## config.mk

```make
export PLATFORM = sky130hd
export DESIGN_NAME = grr_queue
export DESIGN_NICKNAME = d
export VERILOG_FILES = /design/src/hw/rtl/grr_pkg.sv /design/src/hw/rtl/grr_queue.sv
export SDC_FILE = /design/constraint.sdc
export NUM_CORES = 1
export LEC_CHECK = 0
export ABC_AREA = 1
export BUFFER_PORTS_ARGS = -buffer_cell sky130_fd_sc_hd__buf_2
export CAP_MARGIN = 30
export CORE_MARGIN = 5
export CORE_UTILIZATION = 30
export CTS_BUF_LIST = sky130_fd_sc_hd__clkbuf_4 sky130_fd_sc_hd__clkbuf_8 sky130_fd_sc_hd__clkbuf_16
export DETAILED_ROUTE_END_ITERATION = 8
export GPL_ROUTABILITY_DRIVEN = 1
export PLACE_DENSITY_LB_ADDON = 0.12
export SYNTH_ARGS = -nofsm -noshare
export SYNTH_HDL_FRONTEND = slang
export SYNTH_SLANG_ARGS = --single-unit
```

## constraint.sdc

```tcl
create_clock -name clock -period 3.95 [get_ports clock]
set_clock_uncertainty 0.15 [all_clocks]
set_input_delay 0.1975 -clock clock [delete_from_list [all_inputs] [get_ports clock]]
set_output_delay 0.1975 -clock clock [all_outputs]
set_load 0.1 [all_outputs]
```

## src/hw/rtl/grr_pkg.sv

```systemverilog
`timescale 1ns / 1ps

package grr_pkg;

   localparam int MAX_GLYPHS = 512;
   localparam int MAX_HEIGHT = 32;
   localparam int MAX_WIDTH  = 16;

   localparam int GLYPH_W  = $clog2(MAX_GLYPHS);
   localparam int ROW_W    = $clog2(MAX_HEIGHT);
   localparam int STORE_AW = GLYPH_W + ROW_W;

   localparam int WMAX = (MAX_WIDTH < 16) ? MAX_WIDTH : 16;

   localparam int QUEUE_DEPTH = 4;
   localparam int QPTR_W      = $clog2(QUEUE_DEPTH);

   localparam logic [15:0] SPACE_CODE = 16'd32;

   typedef struct packed {
      logic [31:0] frame_base;
      logic [15:0] line_pitch;
      logic        depth16;
      logic [4:0]  glyph_width;
      logic [5:0]  glyph_height;
      logic [9:0]  glyph_count;
   } cfg_type;

   // one queued word from front to back: either a font row write or a character draw
   typedef struct packed {
      logic               is_load;
      logic [GLYPH_W-1:0] glyph;
      logic [ROW_W-1:0]   load_row;
      logic [15:0]        load_bits;
      logic [ROW_W-1:0]   h_last;
      logic [15:0]        row_mask;
      logic               blank;
      logic [31:0]        base_addr;
      logic [31:0]        fg_pixel;
      logic [31:0]        bg_pixel;
   } cmd_type;

endpackage

```

## src/hw/rtl/grr_queue.sv

```systemverilog
`timescale 1ns / 1ps

module grr_queue (
   input  logic            clock,
   input  logic            reset,
   input  logic            push,
   input  grr_pkg::cmd_type push_data,
   output logic            full,
   input  logic            pop,
   output grr_pkg::cmd_type pop_data,
   output logic            empty
);
   import grr_pkg::*;

   cmd_type             entries_ff [QUEUE_DEPTH];
   logic [QPTR_W-1:0]   wr_ptr_ff, wr_ptr_in;
   logic [QPTR_W-1:0]   rd_ptr_ff, rd_ptr_in;
   logic [QPTR_W:0]     count_ff, count_in;

   assign full     = (count_ff == (QPTR_W + 1)'(QUEUE_DEPTH));
   assign empty    = (count_ff == '0);
   assign pop_data = entries_ff[rd_ptr_ff];

   always_comb begin
      wr_ptr_in = push ? wr_ptr_ff + 1'b1 : wr_ptr_ff;
      rd_ptr_in = pop ? rd_ptr_ff + 1'b1 : rd_ptr_ff;
      count_in  = count_ff;
      if (push && !pop) begin
         count_in = count_ff + 1'b1;
      end else if (pop && !push) begin
         count_in = count_ff - 1'b1;
      end
   end

   always_ff @(posedge clock) begin
      if (reset) begin
         wr_ptr_ff <= '0;
         rd_ptr_ff <= '0;
         count_ff  <= '0;
      end else begin
         wr_ptr_ff <= wr_ptr_in;
         rd_ptr_ff <= rd_ptr_in;
         count_ff  <= count_in;
      end
   end

   always_ff @(posedge clock) begin
      if (push) begin
         entries_ff[wr_ptr_ff] <= push_data;
      end
   end

endmodule

```

==> flow_summary.json, run 1 <==
{
  "status": "finished, final reports clean",
  "core-area_um2": 74400,
  "clk_path_buf_depth": 3,
  "yosysTopAreaCellShare": 0.795,
  "synth_edf_count": 596,
  "place_congestion": 0.718,
  "power.leakage_uw": 0.0100,
  "final_cell_area_um2": 28900,
  "insertion_delay_ns": 0.58,
  "cp.required_ns": 3.60,
  "portBuffers": 303,
  "antenna_found_initial": 4,
  "syn_area_per_cell_um2": 15.0,
  "grt_max_degree": 151,
  "track_usage": 0.141,
  "cp-end-kind": "output port",
  "grt.overflow.total": 0,
  "route.detailed.drc": 0,
  "wl_per_cell_um": 19.6,
  "layout-drive-gt1-share": 0.223,
  "top_level_ports": 304,
  "wl_met2_um": 27800,
  "grt_pass1_wl_um": 89100,
  "rsz0062_at_grt": "false",
  "utilization": 0.388,
  "synthesis.area_um2": 22500,
  "synth_cell_types": 22,
  "peakVddDrop_uv": 300,
  "cpPeakStageDelay_ns": 0.51,
  "ys_seq_elements": 605,
  "hold_viol": 0,
  "top_layer": "met5",
  "met1_length_um": 26500,
  "filler_cell_count": 6975,
  "period_minus_slack_ns": 3.05,
  "fmax_mhz": 328,
  "async_flop_share": 0,
  "hold_path.class": "in2reg",
  "dieWidth_um": 284,
  "worstMarginPinSlew_ns": 1.08,
  "arrival_ns": 2.70,
  "cp_slowest_cell": "buf_2",
  "postCtsHoldBufs": 153,
  "post_dp_cell_area_um2": 25100,
  "synth.largest_area_cell": "edfxtp_1",
  "first_pass_iters": 5,
  "slew_headroom": 0.279,
  "instances_no_fill": 2980,
  "final-max-slew-violation-count": 0,
  "multiInputGateArea_um2": 3750,
  "start_kind": "flip-flop",
  "setup_viol": 0,
  "setup-tns-final_ns": 0,
  "rrSetupSlack_ns": 1.62,
  "final_nets": 2119,
  "antenna_left": 0,
  "clkSlewWorstSetupHoldPaths_ns": 0.06,
  "hpwl_um": 32600,
  "path_class": "reg2out",
  "final_cell_mix": "edfxtp_1, nor2_1, buf_2, o21ai_0, dlygate4sd3_1",
  "cp_max_fo": 148,
  "fp.dieArea_um2": 80600,
  "synth_area_leaders": "edfxtp_1, nor2_1, o21ai_0",
  "syn_inst": 1498,
  "cts.sinks": 605,
  "grt_pass1_vias": 14369,
  "via_per_inst": 4.67,
  "cts_setup_buffers": 0,
  "final_common_cell": "edfxtp_1",
  "start_util": 0.302,
  "path_cells": "buf_12, o21ai_0, o22ai_1, buf_2",
  "synth_nets": 1657,
  "power.total_uw": 16600,
  "postRouteWirelength_um": 58400,
  "synthToLayoutAreaGrowth_pct": 28.3,
  "postCtsResizedCells": 0,
  "die_y_um": 284,
  "seq_area_um2": 18100,
  "htree_levels": 3,
  "cts_tree": "yes",
  "drt_iter0_markers": 703,
  "seq_area_frac_synth": 0.803,
  "yosysWarnings": 0,
  "vias": 13918,
  "post-route-period-util": 0.771,
  "cts_root_buffer": "clkbuf_16",
  "dp.cells": 2704,
  "synth_flop_cell": "edfxtp_1",
  "cts_buffers": 70,
  "cap_viol_max_count": 0,
  "wl_met3_um": 3000,
  "power_density_nw_per_um2": 574,
  "row_count": 100
}
[worst paths after layout]
| check | from | endpoint | depth (start not counted) |
|---|---|---|---|
| setup / recovery | flip-flop | pop_data[113] | 4 |
| hold / removal | push_data[72] | entries_ff[2][72] | 2 |
| setup reg to reg | wr_ptr_ff[0] | entries_ff[0][69] | 5 |
| hold reg to reg | rd_ptr_ff[1] | flip-flop | 1 |
[critical path: cells and delay by family, from the launching register on]
family	cells	cell delay [ns]
buffers and inverters	2	0.94
AOI/OAI and AO/OA	2	0.56
DFF	1	0.41
[sequential cells by signal, summed over array words and instances, names as in the netlist, named ones only]
name	flops
count_ff	3
entries_ff	596
rd_ptr_ff	2
wr_ptr_ff	2
[metrics by stage]
stage / hold slack, ns / setup slack [ns]
2_1_floorplan: 0.120 / 0.511
3_3_place_gp: 0.226 / 1.31
3_5_place_dp: 0.227 / 1.46
4_1_cts: 0.149 / 0.798
5_1_grt: 0.176 / 0.701
6_report: 0.205 / 0.903
[cells in the mapped netlist, types with 2 or more instances]
library cell / instances
edfxtp_1: 596
nor2_1: 304
o21ai_0: 211
o22ai_1: 149
o21ai_1: 92
buf_2: 37
clkbuf_1: 27
buf_6: 24
inv_1: 15
dfxtp_1: 9
nand2_1: 9
buf_4: 7
ha_1: 5
a21oi_1: 3
clkbuf_2: 2
nor3_1: 2
[cell families after synthesis]
group                      synth area share
xor gates and xnor gates           0.000389
buffers and inverters                0.0306
AOI/OAI and AO/OA                     0.109
DFF                                   0.803
and+or+nand+nor                      0.0531
adders and majority gates           0.00367
[power by group]
group          leakage [uW]  internal [uW]  switching, uW
Sequential          0.00555           7340           68.4
Clock               0.00110           3770           2460
Combinational       0.00337            526           2420
Total                0.0100          11600           4950
[routing by layer]
metal	global-route usage	up-vias
li1	-	6614
met5	0	-
met4	0.0419	4
met1	0.188	6925
met2	0.232	299
met3	0.0333	76
[cell type report]
class	count	area share
Tap cell	969	0.0420
Antenna cell	3	0.000260
Clock buffer	85	0.0651
Inverter	17	0.00308
Clock inverter	35	0.0118
Sequential cell	605	0.626
Multi-Input combinational cell	779	0.130
Timing Repair Buffer	487	0.122
Power figures use the tool's default switching activity.
==> run 2, diff against run 1 <==
==> constraint.sdc (replaced) <==
create_clock -name clock -period 3.1 [get_ports clock]
set_clock_uncertainty 0.15 [all_clocks]
set_input_delay 0.155 -clock clock [delete_from_list [all_inputs] [get_ports clock]]
set_output_delay 0.155 -clock clock [all_outputs]
set_load 0.1 [all_outputs]
==> run 2 against run 1 <==
Critical endpoint is now pop_data[5]. Die area stayed put. Highest routed layer is now met4. Combinational power is 51% higher. Worst setup slack worse by 0.75 ns. Count of clock-buffer cells in the layout is 4 higher. Global-route usage hardly changed. Cell area is 5.8% higher. Clock power is 31% higher. Sequential cell count stayed put. Largest cell class unchanged. Critical path depth stayed put. Non-clock buffer count is 8 higher. Register-to-register slack worse by 0.53 ns. Hold slack worse by 0.039 ns.
==> flow_summary.json, run 2 (synthesized netlist as in run 1, its figures left out) <==
{
  "status": "finished, final reports clean",
  "insertion_delay_ns": 0.59,
  "dp.cells": 2712,
  "cts_root_buffer": "clkbuf_16",
  "grt_pass1_vias": 14463,
  "period_minus_slack_ns": 2.95,
  "worstMarginPinSlew_ns": 0.798,
  "pre_cts_ws_ns": 0.782,
  "row_count": 100,
  "cap_viol_max_count": 0,
  "final_nets": 2126,
  "cts_tree": "yes",
  "cts_buffers": 69,
  "track_usage": 0.142,
  "clk_path_buf_depth": 3,
  "grt_pass1_wl_um": 88900,
  "die_y_um": 284,
  "worst_slack_ns": 0.153,
  "rrSetupSlack_ns": 1.09,
  "instances_no_fill": 2996,
  "portBuffers": 303,
  "top_register": "entries_ff",
  "antenna_left": 0,
  "first_pass_iters": 4,
  "hold_viol": 0,
  "core-area_um2": 74400,
  "layout-drive-gt1-share": 0.235,
  "peakVddDrop_uv": 426,
  "slew_headroom": 0.468,
  "cp-end-kind": "output port",
  "route.detailed.drc": 0,
  "clkSlewWorstSetupHoldPaths_ns": 0.06,
  "setup-tns-final_ns": 0,
  "final-max-slew-violation-count": 0,
  "reg_top3": "entries_ff x596, count_ff x3",
  "drt_iter0_markers": 637,
  "grt.overflow.total": 0,
  "hpwl_um": 33400,
  "grt_max_degree": 150,
  "start_kind": "flip-flop",
  "hold_path.class": "in2reg",
  "power_density_nw_per_um2": 721,
  "cp_max_fo": 100,
  "path_class": "reg2out",
  "cp.required_ns": 2.79,
  "fp.dieArea_um2": 80600,
  "rsz0062_at_grt": "false",
  "htree_levels": 3,
  "utilization": 0.411,
  "antenna_found_initial": 3,
  "power.leakage_uw": 0.0107,
  "postRouteWirelength_um": 57900,
  "start_util": 0.302,
  "fmax_mhz": 339,
  "cts.sinks": 605,
  "setup_viol": 0,
  "final_cell_mix": "edfxtp_1, nor2_1, o21ai_0, buf_2, dlygate4sd3_1",
  "largest_register_ffs": 596,
  "post-route-period-util": 0.951,
  "vias": 14019,
  "synthToLayoutAreaGrowth_pct": 35.8,
  "place_congestion": 0.716,
  "via_per_inst": 4.68,
  "arrival_ns": 2.64,
  "cts_setup_buffers": 0,
  "top_level_ports": 304,
  "wl_per_cell_um": 19.3,
  "dieWidth_um": 284,
  "filler_cell_count": 6817,
  "final_common_cell": "edfxtp_1"
}
run 2: cell types whose count changed in the layout (fill, tap and decap cells not counted), moves of 3 or more:
cell      previous run  this run
buf_12              19       119
buf_2              303       201
buf_4               12        20
clkbuf_4            14        17
clkinv_1            15        12
clkinv_2             8        11
ha_1                 5         2
ha_2                 0         3
nand2_1              9         5
nand2_2              0         4
run 2: layer usage:
layer / vias up / routed length (um) / GRT usage
met4: 0 / 1350 / 0.0454
li1: 6634 / - / -
met1: 6983 / 25500 / 0.183
met2: 315 / 28100 / 0.237
met3: 87 / 2960 / 0.0331
met5: - / 0 / 0
run 2: what timing repair did:
| action | CTS | global route |
|---|---|---|
| endpoints found under the setup margin | 0 | 2 |
| gates resized for setup | 0 | 2 |
| hold endpoints to repair | 605 | 0 |
| hold buffers | 153 | 0 |
run 2: final cells by class:
class	count	area (um^2)	share of cell area
diodes	5	12.5	0.000409
repair buffers	495	5080	0.166
clock buffers	89	1940	0.0635
clock inverters	37	377	0.0123
flip-flops and latches	605	18100	0.592
well taps	969	1210	0.0397
inverters	17	88.8	0.00291
multi-input cells	779	3770	0.123
run 2: path summary, 6_finish.rpt:
path                                            to  depth (start not counted)           start
worst max register to register  entries_ff[3][123]                          4    wr_ptr_ff[0]
worst min-delay path            entries_ff[1][126]                          2  push_data[126]
worst min register to register           flip-flop                          1    rd_ptr_ff[1]
worst max-delay path                   pop_data[5]                          4       flip-flop
run 2: report_power, final:
group	internal [uW]	leakage, uW	switching (uW)
Sequential	9360	0.00555	79.4
Combinational	1240	0.00397	3200
Clock	5020	0.00116	3150
Total	15600	0.0107	6430
run 2: per-stage QoR:
step	total power (uW)	cell area, um^2	hold slack [ns]
2_1_floorplan	12400	22600	0.0774
3_5_place_dp	13900	26700	0.183
6_report	22000	30600	0.167
4_1_cts	22400	30600	0.113
3_3_place_gp	13900	26700	0.187
5_1_grt	22900	30600	0.145
run 2: worst max-delay path, cell delays in order, from the launching register on:
cell,delay [ns]
dfxtp_4,0.55
buf_12,0.39
o21ai_0,0.16
o22ai_1,0.34
buf_2,0.50
