[config.mk]
export PLATFORM = sky130hd
export DESIGN_NAME = grr_front_flat
export DESIGN_NICKNAME = d
export VERILOG_FILES = /design/src/hw/rtl/grr_pkg.sv /design/src/hw/rtl/grr_if.sv /design/src/hw/rtl/grr_front.sv /design/src/flat_wrapper.sv
export SDC_FILE = /design/constraint.sdc
export NUM_CORES = 1
export LEC_CHECK = 0
export ABC_AREA = 1
export BUFFER_PORTS_ARGS = -buffer_cell sky130_fd_sc_hd__buf_2
export CAP_MARGIN = 25
export CELL_PAD_IN_SITES_DETAIL_PLACEMENT = 0
export CELL_PAD_IN_SITES_GLOBAL_PLACEMENT = 2
export CORE_MARGIN = 2
export CORE_UTILIZATION = 34
export CTS_BUF_LIST = sky130_fd_sc_hd__clkbuf_8
export DETAILED_ROUTE_END_ITERATION = 8
export PLACE_DENSITY = 0.84
export RECOVER_POWER = 50
export SLEW_MARGIN = 20
export SYNTH_ARGS = -nofsm -noshare
export SYNTH_HDL_FRONTEND = slang
export SYNTH_SLANG_ARGS = --single-unit
[constraint.sdc]
create_clock -name clock -period 7.4 [get_ports clock]
set_clock_uncertainty 0.2 [all_clocks]
set_input_delay 1.48 -clock clock [delete_from_list [all_inputs] [get_ports clock]]
set_output_delay 1.48 -clock clock [all_outputs]
set_load 0.01 [all_outputs]
[src/hw/rtl/grr_pkg.sv]
`timescale 1ns / 1ps

package grr_pkg;

   localparam int MAX_GLYPHS = 512;
   localparam int MAX_HEIGHT = 32;
   localparam int MAX_WIDTH  = 16;

   localparam int GLYPH_W  = $clog2(MAX_GLYPHS);
   localparam int ROW_W    = $clog2(MAX_HEIGHT);
   localparam int STORE_AW = GLYPH_W + ROW_W;

   localparam int WMAX = (MAX_WIDTH < 16) ? MAX_WIDTH : 16;

   localparam int QUEUE_DEPTH = 4;
   localparam int QPTR_W      = $clog2(QUEUE_DEPTH);

   localparam logic [15:0] SPACE_CODE = 16'd32;

   typedef struct packed {
      logic [31:0] frame_base;
      logic [15:0] line_pitch;
      logic        depth16;
      logic [4:0]  glyph_width;
      logic [5:0]  glyph_height;
      logic [9:0]  glyph_count;
   } cfg_type;

   // one queued word from front to back: either a font row write or a character draw
   typedef struct packed {
      logic               is_load;
      logic [GLYPH_W-1:0] glyph;
      logic [ROW_W-1:0]   load_row;
      logic [15:0]        load_bits;
      logic [ROW_W-1:0]   h_last;
      logic [15:0]        row_mask;
      logic               blank;
      logic [31:0]        base_addr;
      logic [31:0]        fg_pixel;
      logic [31:0]        bg_pixel;
   } cmd_type;

endpackage

[src/hw/rtl/grr_if.sv]
`timescale 1ns / 1ps

interface grr_req_if;
   logic        valid;
   logic        ready;
   logic        req_type;
   logic [7:0]  cell_col;
   logic [6:0]  cell_row;
   logic [15:0] code_point;
   logic [31:0] fg_color;
   logic [31:0] bg_color;
   logic [4:0]  load_row_index;
   logic [15:0] load_row_bits;

   modport source (
      output valid, req_type, cell_col, cell_row, code_point, fg_color, bg_color,
             load_row_index, load_row_bits,
      input  ready
   );
   modport sink (
      input  valid, req_type, cell_col, cell_row, code_point, fg_color, bg_color,
             load_row_index, load_row_bits,
      output ready
   );
endinterface


[src/hw/rtl/grr_front.sv]
`timescale 1ns / 1ps

module grr_front (
   input  logic             clock,
   input  logic             reset,
   input  grr_pkg::cfg_type cfg,
   grr_req_if.sink          req_chan,
   output logic             q_push,
   output grr_pkg::cmd_type q_data,
   input  logic             q_full
);
   import grr_pkg::*;

   typedef enum logic [1:0] {
      F_IDLE,
      F_MUL1,
      F_MUL2,
      F_PUSH
   } front_state_type;

   front_state_type state_ff;

   logic        is_draw_ff;
   logic [7:0]  col_ff;
   logic [6:0]  row_ff;
   logic [15:0] code_ff;
   logic [31:0] fg_ff;
   logic [31:0] bg_ff;
   logic [4:0]  lidx_ff;
   logic [15:0] lbits_ff;
   logic [12:0] rowh_ff;
   logic [14:0] coloff_ff;
   logic [28:0] rowoff_ff;

   logic [5:0]  h_eff;
   logic [4:0]  w_eff;
   logic [9:0]  cnt_eff;
   logic [15:0] code_map;
   logic [12:0] colw;
   logic        blank;
   logic        load_drop;
   logic        accept;

   function automatic logic [31:0] to_565(input logic [31:0] c);
      return {16'd0, c[23:19], c[15:10], c[7:3]};
   endfunction

   always_comb begin
      if (cfg.glyph_height == '0) begin
         h_eff = 6'd1;
      end else if (cfg.glyph_height > 6'(MAX_HEIGHT)) begin
         h_eff = 6'(MAX_HEIGHT);
      end else begin
         h_eff = cfg.glyph_height;
      end
      if (cfg.glyph_width == '0) begin
         w_eff = 5'd1;
      end else if (cfg.glyph_width > 5'(WMAX)) begin
         w_eff = 5'(WMAX);
      end else begin
         w_eff = cfg.glyph_width;
      end
      if (cfg.glyph_count == '0) begin
         cnt_eff = 10'd1;
      end else if (cfg.glyph_count > 10'(MAX_GLYPHS)) begin
         cnt_eff = 10'(MAX_GLYPHS);
      end else begin
         cnt_eff = cfg.glyph_count;
      end
   end

   // codes past the font fall back to glyph 0
   assign code_map  = (code_ff >= 16'(cnt_eff)) ? 16'd0 : code_ff;
   assign blank     = (code_map == SPACE_CODE) && (bg_ff == '0);
   assign colw      = 13'(col_ff) * 13'(w_eff);
   assign load_drop = !is_draw_ff && (code_ff >= 16'(MAX_GLYPHS));
   assign accept    = req_chan.valid && req_chan.ready;

   assign req_chan.ready = (state_ff == F_IDLE);
   assign q_push         = (state_ff == F_PUSH) && !q_full && !load_drop;

   always_comb begin
      q_data           = '0;
      q_data.is_load   = !is_draw_ff;
      q_data.load_row  = ROW_W'(lidx_ff);
      q_data.load_bits = lbits_ff;
      q_data.h_last    = ROW_W'(h_eff - 6'd1);
      q_data.row_mask  = ~(16'hffff >> w_eff);
      q_data.blank     = blank;
      q_data.base_addr = cfg.frame_base + 32'(rowoff_ff) + 32'(coloff_ff);
      if (is_draw_ff) begin
         q_data.glyph = code_map[GLYPH_W-1:0];
      end else begin
         q_data.glyph = code_ff[GLYPH_W-1:0];
      end
      if (blank) begin
         q_data.fg_pixel = '0;
         q_data.bg_pixel = '0;
      end else if (cfg.depth16) begin
         q_data.fg_pixel = to_565(fg_ff);
         q_data.bg_pixel = to_565(bg_ff);
      end else begin
         q_data.fg_pixel = fg_ff;
         q_data.bg_pixel = bg_ff;
      end
   end

   always_ff @(posedge clock) begin
      if (reset) begin
         state_ff <= F_IDLE;
      end else begin
         case (state_ff)
            F_IDLE: begin
               if (accept) begin
                  state_ff <= req_chan.req_type ? F_MUL1 : F_PUSH;
               end
            end
            F_MUL1: begin
               state_ff <= F_MUL2;
            end
            F_MUL2: begin
               state_ff <= F_PUSH;
            end
            F_PUSH: begin
               if (load_drop || !q_full) begin
                  state_ff <= F_IDLE;
               end
            end
            default: begin
               state_ff <= F_IDLE;
            end
         endcase
      end
      if (accept) begin
         is_draw_ff <= req_chan.req_type;
         col_ff     <= req_chan.cell_col;
         row_ff     <= req_chan.cell_row;
         code_ff    <= req_chan.code_point;
         fg_ff      <= req_chan.fg_color;
         bg_ff      <= req_chan.bg_color;
         lidx_ff    <= req_chan.load_row_index;
         lbits_ff   <= req_chan.load_row_bits;
      end
      if (state_ff == F_MUL1) begin
         rowh_ff   <= 13'(row_ff) * 13'(h_eff);
         coloff_ff <= cfg.depth16 ? {1'b0, colw, 1'b0} : {colw, 2'b00};
      end
      if (state_ff == F_MUL2) begin
         rowoff_ff <= 29'(rowh_ff) * 29'(cfg.line_pitch);
      end
   end

endmodule

[src/flat_wrapper.sv]
// flat-port wrapper written by rule: the top's interface ports become plain ports
module grr_front_flat import grr_pkg::*;
  (clock, reset, cfg, q_push, q_data, q_full, req_chan_valid, req_chan_req_type, req_chan_cell_col, req_chan_cell_row, req_chan_code_point, req_chan_fg_color, req_chan_bg_color, req_chan_load_row_index, req_chan_load_row_bits, req_chan_ready);
  grr_req_if req_chan_i ();
  input  logic clock;
  input  logic reset;
  input  grr_pkg::cfg_type cfg;
  output logic q_push;
  output grr_pkg::cmd_type q_data;
  input  logic q_full;
  input wire logic [$bits(req_chan_i.valid)-1:0] req_chan_valid;
  input wire logic [$bits(req_chan_i.req_type)-1:0] req_chan_req_type;
  input wire logic [$bits(req_chan_i.cell_col)-1:0] req_chan_cell_col;
  input wire logic [$bits(req_chan_i.cell_row)-1:0] req_chan_cell_row;
  input wire logic [$bits(req_chan_i.code_point)-1:0] req_chan_code_point;
  input wire logic [$bits(req_chan_i.fg_color)-1:0] req_chan_fg_color;
  input wire logic [$bits(req_chan_i.bg_color)-1:0] req_chan_bg_color;
  input wire logic [$bits(req_chan_i.load_row_index)-1:0] req_chan_load_row_index;
  input wire logic [$bits(req_chan_i.load_row_bits)-1:0] req_chan_load_row_bits;
  output wire logic [$bits(req_chan_i.ready)-1:0] req_chan_ready;
  assign req_chan_i.valid = req_chan_valid;
  assign req_chan_i.req_type = req_chan_req_type;
  assign req_chan_i.cell_col = req_chan_cell_col;
  assign req_chan_i.cell_row = req_chan_cell_row;
  assign req_chan_i.code_point = req_chan_code_point;
  assign req_chan_i.fg_color = req_chan_fg_color;
  assign req_chan_i.bg_color = req_chan_bg_color;
  assign req_chan_i.load_row_index = req_chan_load_row_index;
  assign req_chan_i.load_row_bits = req_chan_load_row_bits;
  assign req_chan_ready = req_chan_i.ready;
  grr_front u_core (.clock(clock), .reset(reset), .cfg(cfg), .req_chan(req_chan_i), .q_push(q_push), .q_data(q_data), .q_full(q_full));
endmodule
==> metrics.cfg <==
[status]
status = complete, but fails checks
violations = capacitance limit, slew limit

[grt]
busiest_layer = met2
grtUsageMet3_pct = 3.49
antenna_found_initial = 15
use_met1_pct = 24.5
grt_max_degree = 72
use_met2_pct = 31.8
grt_pass1_wl_mm = 89.3
grt_pass1_vias = 17050
track_usage_pct = 18.8
gr-total-overflow = 0

[die]
ios = 342
core_sq_um = 57700
start_util_pct = 34.4
die_h_um = 245
die_w_um = 245
rows = 88
dieArea_sq_um = 60300

[hold_path]
min_path_cells = 2
hp-start = u_core.state_ff[0]
hold-path-endpoint = u_core.state_ff[0]
hp-class = flip-flop to flip-flop

[worst_setup_path]
max_stage_delay_ns = 0.56
cp-end-kind = flip-flop
critical_path.max_fanout = 13
cp_slowest_cell = fa_1
crit_buf_inv = 4
rrSetupSlack_ns = 1.85
cp.arrival_ns = 6.24
crit-reg2reg-capture = u_core.rowoff_ff[25]
worstSetupPathType = primary input to flip-flop
timing.rr.start = u_core.rowh_ff[6]
cp-start-kind = primary input
worstPathCellList = clkbuf_1 > nand2_1 > fa_1 > fa_1 > inv_1 > fa_1 > fa_1 > inv_1 > fa_1 > inv_1 > ha_1 > a21oi_1 > o21ai_0 > nand2_1 > nand2_1 > nand2_1 > nand3_1 > nand2_1 > nand2_1
crit_top_cell = nand2_1
required_ns = 7.47
crit_family = adder cells
rr_worst_depth = 18

[placed_design]
routabilityCongestion = 0.837
hpwl_mm = 46.3
portBuffers = 340

[yosys]
synthCells = 2557
yosys_warnings = 0
synth_fp_nets = 3131
yosysTopAreaCellShare_pct = 26.2
seq_area_frac_synth_pct = 26.4
syn_avg_cell_area_sq_um = 7.75
yosysTopAreaCell = edfxtp_1
netlist-cell-type-count = 36
synth_area_leaders = edfxtp_1 (26%), fa_1 (21%), nand2_1 (14%), inv_1 (13%), ha_1 (11%)
netlist_area_sq_um = 19800
synth-seq-cells = 175

[clock_network]
cts_tree = built
htree_levels = 4
root_buffer = clkbuf_8
clock_sinks = 175
postCtsHoldBufs = 0
post_cts_buffers = 0
post_cts_resized = 0
numCtsBuffers = 17
clk_latency_ns = 0.52
clk_path_buf_depth = 2
path_clk_slew_ns = 0.11

[sta]
tightest_slew_ns = 2.25
holdWs_ns = 0.325
maxSlewViolCount = 124
hold_viol = 0
fin_tns_setup_ns = 0
grt_setup_unrepaired = false
setup_viol = 0
period_needed_ns = 6.16
fin_crit_sh_pct = 83.3
max_freq_mhz = 162
relSlewSlack_pct = -49.8

[detailed_routing]
viasPerCell = 4.49
drt-initial-drc-count = 841
wl_per_cell_um = 15.1
route.detailed.drc = 0
final_antenna_net_count = 0
routed_wl_mm = 55.0
first_pass_iters = 6
dr_total_vias = 16358

[cells_and_area]
nets = 3431
final_cell_mix = nand2_1 (746), inv_1 (668), buf_2 (313)
register_area_sq_um = 5240
utilization_pct = 39.2
area_delta_synth_final_pct = 14.2
num-fill-cells = 6097
layout_commonest_cell = nand2_1
multi_input_area_sq_um = 11800
layout-drive-gt1-share_pct = 12.8

[run]
cap_violations = 3

[state kept, by name, indices dropped and copies added, names as in the netlist]
register           count
u_core.row_ff          7
u_core.lbits_ff       16
u_core.code_ff        16
u_core.state_ff        2
u_core.rowoff_ff      29
u_core.lidx_ff         5
u_core.col_ff          8
u_core.coloff_ff      14
u_core.rowh_ff        13
u_core.fg_ff          32
u_core.bg_ff          32
u_core.is_draw_ff      1
[kinds of logic after synthesis]
group | after synthesis | share of synthesized area, %
and+or+nand+nor | 1063 | 21.2
buffers and inverters | 738 | 14.2
DFF | 175 | 26.4
AOI/OAI and AO/OA | 147 | 3.96
muxes | 1 | 0.0505
adders and majority gates | 383 | 32.0
xor gates and xnor gates | 49 | 2.16
other | 1 | 0.0189
[synth_stat cells, drive strengths merged]
| master | n |
|---|---|
| xor2 | 39 |
| dfxtp | 2 |
| or2 | 2 |
| nand3 | 77 |
| clkinv | 1 |
| a21boi | 4 |
| nand4 | 22 |
| conb | 1 |
| clkbuf | 47 |
| xnor2 | 10 |
| o21ai | 57 |
| nor4 | 2 |
| nand2 | 754 |
| and2 | 5 |
| a31oi | 1 |
| o211ai | 1 |
| nor3 | 7 |
| ha | 176 |
| edfxtp | 173 |
| inv | 672 |
| mux2i | 1 |
| a21o | 2 |
| buf | 18 |
| nor2 | 194 |
| fa | 207 |
| a21oi | 74 |
| o21bai | 8 |
[routing by layer]
layer / part of all wire, % / wire length [um] / up-vias
met5: 0.18 / 100 / -
li1: - / - / 8208
met1: 45 / 24900 / 7674
met2: 47 / 26100 / 388
met4: 1.9 / 1040 / 16
met3: 5.2 / 2840 / 72
[through the flow]
step | instance area (sq um) | setup slack [ns] | std cells
floorplan | 19800 | 1.38 | 2557
global placement | 22300 | 0.916 | 3603
detailed placement | 22300 | 0.922 | 3603
CTS | 22700 | 1.49 | 3634
global route | 22600 | 0.918 | 3640
finish | 22600 | 1.24 | 3640
[worst reg2reg max path: cells and delay by family, from the launching register on]
kind | cells | cell delay (ns)
flops | 1 | 0.86
compound gates | 2 | 0.47
simple gates | 6 | 0.52
buf+inv | 4 | 0.23
fa+ha+maj | 6 | 3.05
[worst max path at each step]
stage | startpoint | to | slack (ns) | cells past startpoint
CTS | cfg[25] | u_core.rowoff_ff[25] | 1.49 | 21
global placement | cfg[26] | u_core.rowoff_ff[28] | 0.92 | 18
detailed placement | cfg[25] | u_core.rowoff_ff[25] | 0.92 | 21
finish | cfg[22] | u_core.rowoff_ff[25] | 1.24 | 19
floorplan | cfg[22] | u_core.rowoff_ff[19] | 1.38 | 18
global route | cfg[22] | u_core.rowoff_ff[25] | 0.92 | 19
[cell type report]
class,count,area share (%)
well taps,765,4.23
inverters,673,11.2
clock buffers,17,1.03
multi-input cells,1644,52.1
repair buffers,346,7.53
clock inverters,14,0.779
flip-flops and latches,175,23.1
diodes,6,0.0663
Power is not shown: default switching activity piles up to over one toggle a cycle in this logic, so the estimate is an artifact.
